**src/rtl/core/pfi_pkg.sv**
```systemverilog
package pfi_pkg;

   localparam int COUNT_W       = 10;
   localparam int VALUE_W       = 11;
   localparam int LEN_W         = 11;
   localparam int LEN_RESET     = 1024;
   localparam int DEFAULT_MAX_N = 1024;
   localparam int EPOCH_W       = 8;

   typedef struct packed {
      logic accept;
      logic step;
      logic finish;
      logic sweep;
   } cmd_type;

   typedef struct packed {
      logic invalid;
      logic last_level;
      logic wrap;
      logic sweep_done;
   } status_type;

endpackage

```
**src/rtl/core/pfi_ctrl.sv**
```systemverilog
module pfi_ctrl (
   input  logic                 clock,
   input  logic                 reset,
   input  logic                 req_valid,
   output logic                 req_ready,
   input  logic                 rsp_ready,
   output logic                 rsp_valid,
   output pfi_pkg::cmd_type     cmd,
   input  pfi_pkg::status_type  status
);
   import pfi_pkg::*;

   typedef enum logic [1:0] {
      ST_SWEEP,
      ST_IDLE,
      ST_WALK,
      ST_DONE
   } state_type;

   state_type state_ff, state_in;
   logic      rsp_valid_ff, rsp_valid_in;
   logic      out_free;

   assign out_free  = !rsp_valid_ff || rsp_ready;
   assign req_ready = (state_ff == ST_IDLE);
   assign rsp_valid = rsp_valid_ff;

   always_comb begin
      cmd          = '0;
      state_in     = state_ff;
      rsp_valid_in = rsp_valid_ff && !rsp_ready;
      case (state_ff)
         ST_SWEEP: begin
            cmd.sweep = 1'b1;
            if (status.sweep_done) begin
               state_in = ST_IDLE;
            end
         end
         ST_IDLE: begin
            if (req_valid) begin
               cmd.accept = 1'b1;
               state_in   = ST_WALK;
            end
         end
         ST_WALK: begin
            if (status.invalid) begin
               state_in = ST_DONE;
            end else begin
               cmd.step = 1'b1;
               if (status.last_level) begin
                  state_in = ST_DONE;
               end
            end
         end
         ST_DONE: begin
            if (out_free) begin
               cmd.finish   = 1'b1;
               rsp_valid_in = 1'b1;
               state_in     = ST_IDLE;
            end
         end
         default: begin
            state_in = ST_SWEEP;
         end
      endcase
      // a refill or length write that runs out of epochs needs a fresh sweep
      if (status.wrap) begin
         state_in = ST_SWEEP;
      end
   end

   always_ff @(posedge clock) begin
      if (reset) begin
         state_ff     <= ST_SWEEP;
         rsp_valid_ff <= 1'b0;
      end else begin
         state_ff     <= state_in;
         rsp_valid_ff <= rsp_valid_in;
      end
   end

endmodule

```
**config.mk**
```make
export PLATFORM = sky130hd
export DESIGN_NAME = pfi_ctrl
export DESIGN_NICKNAME = d
export VERILOG_FILES = /design/src/rtl/core/pfi_pkg.sv /design/src/rtl/core/pfi_ctrl.sv
export SDC_FILE = /design/constraint.sdc
export NUM_CORES = 1
export LEC_CHECK = 0
export ABC_AREA = 1
export BUFFER_PORTS_ARGS = -buffer_cell sky130_fd_sc_hd__buf_2
export CAP_MARGIN = 5
export CORE_AREA = 4 4 41 43
export DETAILED_ROUTE_END_ITERATION = 8
export DIE_AREA = 0 0 45 47
export SETUP_SLACK_MARGIN = 0.3
export SYNTH_ARGS = -nofsm -noshare
export SYNTH_HDL_FRONTEND = slang
export SYNTH_SLANG_ARGS = --single-unit
```
**constraint.sdc**
```tcl
create_clock -name clock -period 1 [get_ports clock]
set_input_delay 0.05 -clock clock [delete_from_list [all_inputs] [get_ports clock]]
set_output_delay 0.05 -clock clock [all_outputs]
set_load 0.01 [all_outputs]
```
; ---- After elaboration in Yosys (flattened, before gate mapping)
; Cells that the tools add are included.
[totals]
register_bits = 3
latch_bits = 0
ramBits = 0
romBits = 0
input_bits = 8
output_inout_bits = 6
elab_cells = 31
n_memories = 0
[classes]
n_addsub = 0
n_mul = 0
div_mod_pow = 0
n_lt_le_gt_ge = 0
n_eq_ne = 7
n_shift = 0
muxes = 15
n_bitwise = 0
reduce_logical = 7
[ops]
columns = operator, count
row1 = $mux W2, 5
row2 = $mux W1, 9
row3 = $pmux W2 S4, 1
row4 = $ne A2 B2 Y1 const B, 3
row5 = $eq A2 B2 Y1 const B, 2
row6 = $reduce_and A4 Y1, 1
row7 = $ne A3 B3 Y1 const B, 1
row8 = $eq A2 B1 Y1 const B, 1
row9 = $logic_not A1 Y1, 2
row10 = $logic_not A2 Y1, 1
row11 = $reduce_or A2 Y1, 1
row12 = $logic_and A1 B1 Y1, 1
row13 = $logic_or A1 B1 Y1, 1

; ---- Logic depth before layout (Yosys ltp)
[depth]
ltp_word = 4
depth_mapped = 8

; ---- Worst setup path before layout
; OpenSTA, ideal clock, no wires.
[synth_timing]
path_type = reg-to-reg
from = register state_ff[0]
to = register state_ff[0]
setup_ns = 0.113
arrival_ns = 1.080
t_required_ns = 0.887
slack_ns = -0.193
stages_incl_launch_ff = 9
n_path_buf = 0
path_cell_list = dfxtp_1 -> inv_1 -> ha_1 -> inv_1 -> o21ai_2 -> nor2_2 -> nand2_1 -> nand2_1 -> nor2_1
[synth_via]
elab_chain_len = 3
[synth_rtl]
columns = item, line
row1 = from (decl), pfi_ctrl.sv:20  ; state_type state_ff, state_in;
row2 = from (signal assigned), pfi_ctrl.sv:77  ; state_ff <= state_in;
row3 = "$eq A2 B2 Y1, or another cell as far along", pfi_ctrl.sv:32  ; case (state_ff)
row4 = $ne A3 B3 Y1 (no line) / $ne A2 B2 Y1 (equally long branches), -
row5 = $reduce_and A4 Y1 (no line), -
; Parallel ways exist; a longest one is shown, timed or not.
; A chain may end at the register's enable or synchronous reset.

==> results.toml <==
[routing]
drcViolationCount = 0
vias_per_cell = 3.90
avgRoutedWirePerCell_um = 7.82
drt_iter0_drc = 0
wirelength_um = 602
antenna_left = 0
dr.pass1.iters = 1
vias = 300

[yosys]
synth_nets = 51
yosysWarningCount = 0
yosysUniqueCellTypes = 10
synthesis.area_um2 = 249
syn_area_per_cell_um2 = 6.55
yosysSeqAreaShare_pct = 24.1
netlist_instances = 38
synth.ff_latch_count = 3

[setup_path]
cpMostUsedCell = "buf_6"
crit_fanout = 3
crit_chain = "inv_4 > ha_4 > buf_6 > nand2_4 > inv_2 > buf_6"
r2r_start = "state_ff[1]"
rr_worst_depth = 8
path_class = "register to primary output"
rrSetupSlack_ns = -0.11
slowest_stage = "dfxtp_4"
path_delay_family = "flip-flops"
crit_arrival_ns = 1.10
path_buf_inv = 4
endpoint_kind = "primary output"
cp-startpoint = "state_ff[1]"
regToRegEndpoint = "state_ff[0]"
worstSetupStartpointType = "register"
max_stage_delay_ns = 0.37
worst_ep_required_time_ns = 0.95

[floorplan]
num_rows = 13
die_x_um = 45
coreArea_um2 = 1300
die_h_um = 47
io-pin-count = 14
initial_core_util_pct = 19.1
dieArea_um2 = 2120

[timing]
min_period_over_period_pct = 115
hold_viol = 0
fin_crit_ns = 1.15
slew_violations = 0
tightest_slew_ns = 0.151
fmax_ghz = 0.871
clock_skew_ns = 0.000728
setup_slack_ns = -0.148
rsz0062_at_grt = "yes"
setup_viol = 6
setup_tns_ns = -0.693
slew_headroom_pct = 89.9

[pwr]
cellPowerDensity_nw_per_um2 = 971
combPwrFrac_pct = 32.3
seqPwrFrac_pct = 26.6
p_leak_nw = 0.264
clkPwrFrac_pct = 41.1
p_int_mw = 0.367
ir_drop_v = 0.000586
p_sw_mw = 0.148
netSwitchingFraction_pct = 28.7

[finish]
layout-drive-gt1-share_pct = 67.7
num_antenna_cells = 0
fillers = 151
layout.nets = 76
area_delta_synth_final_pct = 113

[worst_hold_path]
hold_path_depth = 4
worst_hold_startpoint = "status[1]"
hp-class = "input port to register"
min_to = "state_ff[1]"

[outcome]
violations = "setup timing"
outcome = "finished, violations left"

[placement]
pre_cts_slack_ns = -0.126
io_buffers = 13
dpl.hpwl_um = 455
gp_congestion = 0.602

[grt]
grt_max_degree = 5
grt_overflow_total = 0
grt_pass1_vias = 315
grt_pass1_wl_mm = 1.12
grtUsageTotal_pct = 7.33
antenna_found_initial = 0

[clock_network]
root_buffer = "clkbuf_4"
cts.sinks = 3
cts_made_buffers = 3
cts.path.max_buffers = 2
htree_levels = 1
clock_latency_ns = 0.23
path_clk_slew_ns = 0.04
cts_tree = "built"

[flow_run]
drv_cap = 0
## flip-flops by register name, indices dropped and copies added, names as in the netlist
name       cells
rsp_valid      1
state_ff       2
## Yosys cell counts, drive strengths merged
library cell  count  share of area, %
ha                5                25
nand2             9                15
inv               9                14
o21ai             1               3.5
a21oi             2               4.0
nor2              8                13
nand3             1               2.0
dfxtp             3                24
## power groups by stage
stage	logic (mW)	registers, mW	clock network, mW
after detailed placement	0.123	0.139	0
after floorplan	0.0786	0.139	0
after global routing	0.187	0.139	0.235
after CTS	0.161	0.137	0.223
after global placement	0.122	0.140	0
final	0.167	0.137	0.212
## worst max-delay path by stage
| stage | cells past startpoint | slack [ns] | end |
|---|---|---|---|
| after floorplan | 8 | -0.06 | state_ff[1] |
| after global placement | 8 | -0.12 | state_ff[0] |
| after detailed placement | 8 | -0.13 | state_ff[0] |
| after CTS | 6 | -0.16 | cmd[3] |
| after global routing | 6 | -0.19 | cmd[3] |
| final | 6 | -0.15 | cmd[3] |
## metal layers
layer,vias to the layer above,global-route usage [%],share of wire [%]
met5,-,0,0
met4,0,3.51,0
met3,0,2.30,7.3
met2,8,14.1,54
met1,130,7.01,38
li1,162,-,-
## logic make-up after synthesis
kind of cell	count (synthesis)	share of synthesized area [%]
AND/OR/NAND/NOR	18	29.7
buffers and inverters	9	13.6
adder cells (fa/ha/maj)	5	25.1
AO/OA/AOI/OAI	3	7.54
flip-flops	3	24.1
## worst reg2reg max path: cells and delay by family (launching register included)
| kind | cells | cell delay (ns) |
|---|---|---|
| flip-flops | 1 | 0.36 |
| AND/OR/NAND/NOR | 6 | 0.36 |
| adder cells (fa/ha/maj) | 1 | 0.15 |
| buffers and inverters | 1 | 0.12 |
## cells in the final DEF (no fill, tap or decap), types with 2 or more instances in the layout
cell type	synthesis	final
buf_2	0	10
buf_4	0	3
buf_6	0	5
clkbuf_4	0	3
dfxtp_4	0	2
ha_4	0	3
inv_1	9	4
inv_2	0	3
inv_4	0	2
nand2_1	8	5
nand2_2	1	3
nor2_1	7	6
## repair_timing
action / CTS / global route
setup buffers: 1 / 1
hold buffers: 1 / 0
setup endpoints to repair: 9 / 9
pin swaps: 7 / 2
hold endpoints to repair: 1 / 0
resized for setup: 11 / 2
## layout make-up
cell class                      count  area (um2)  area share, %
Sequential cell                     3        68.8           13.0
Clock buffer                        4        26.3           4.95
Multi-Input combinational cell     26         219           41.3
Tap cell                           15        18.8           3.54
Timing Repair Buffer               20         159           30.0
Inverter                            9        38.8           7.31
## metrics by stage
step / instances / power, mW / hold slack, ns / utilization, % / instance area (um2)
5_1_grt: 77 / 0.561 / 0.0803 / 40.8 / 531
3_5_place_dp: 70 / 0.263 / 0.236 / 32.4 / 422
4_1_cts: 76 / 0.522 / 0.0469 / 39.8 / 518
3_3_place_gp: 70 / 0.262 / 0.230 / 32.4 / 422
2_1_floorplan: 38 / 0.217 / 0.119 / - / 308
6_report: 77 / 0.515 / 0.0547 / 40.8 / 531
Power figures use the tool's default switching activity.
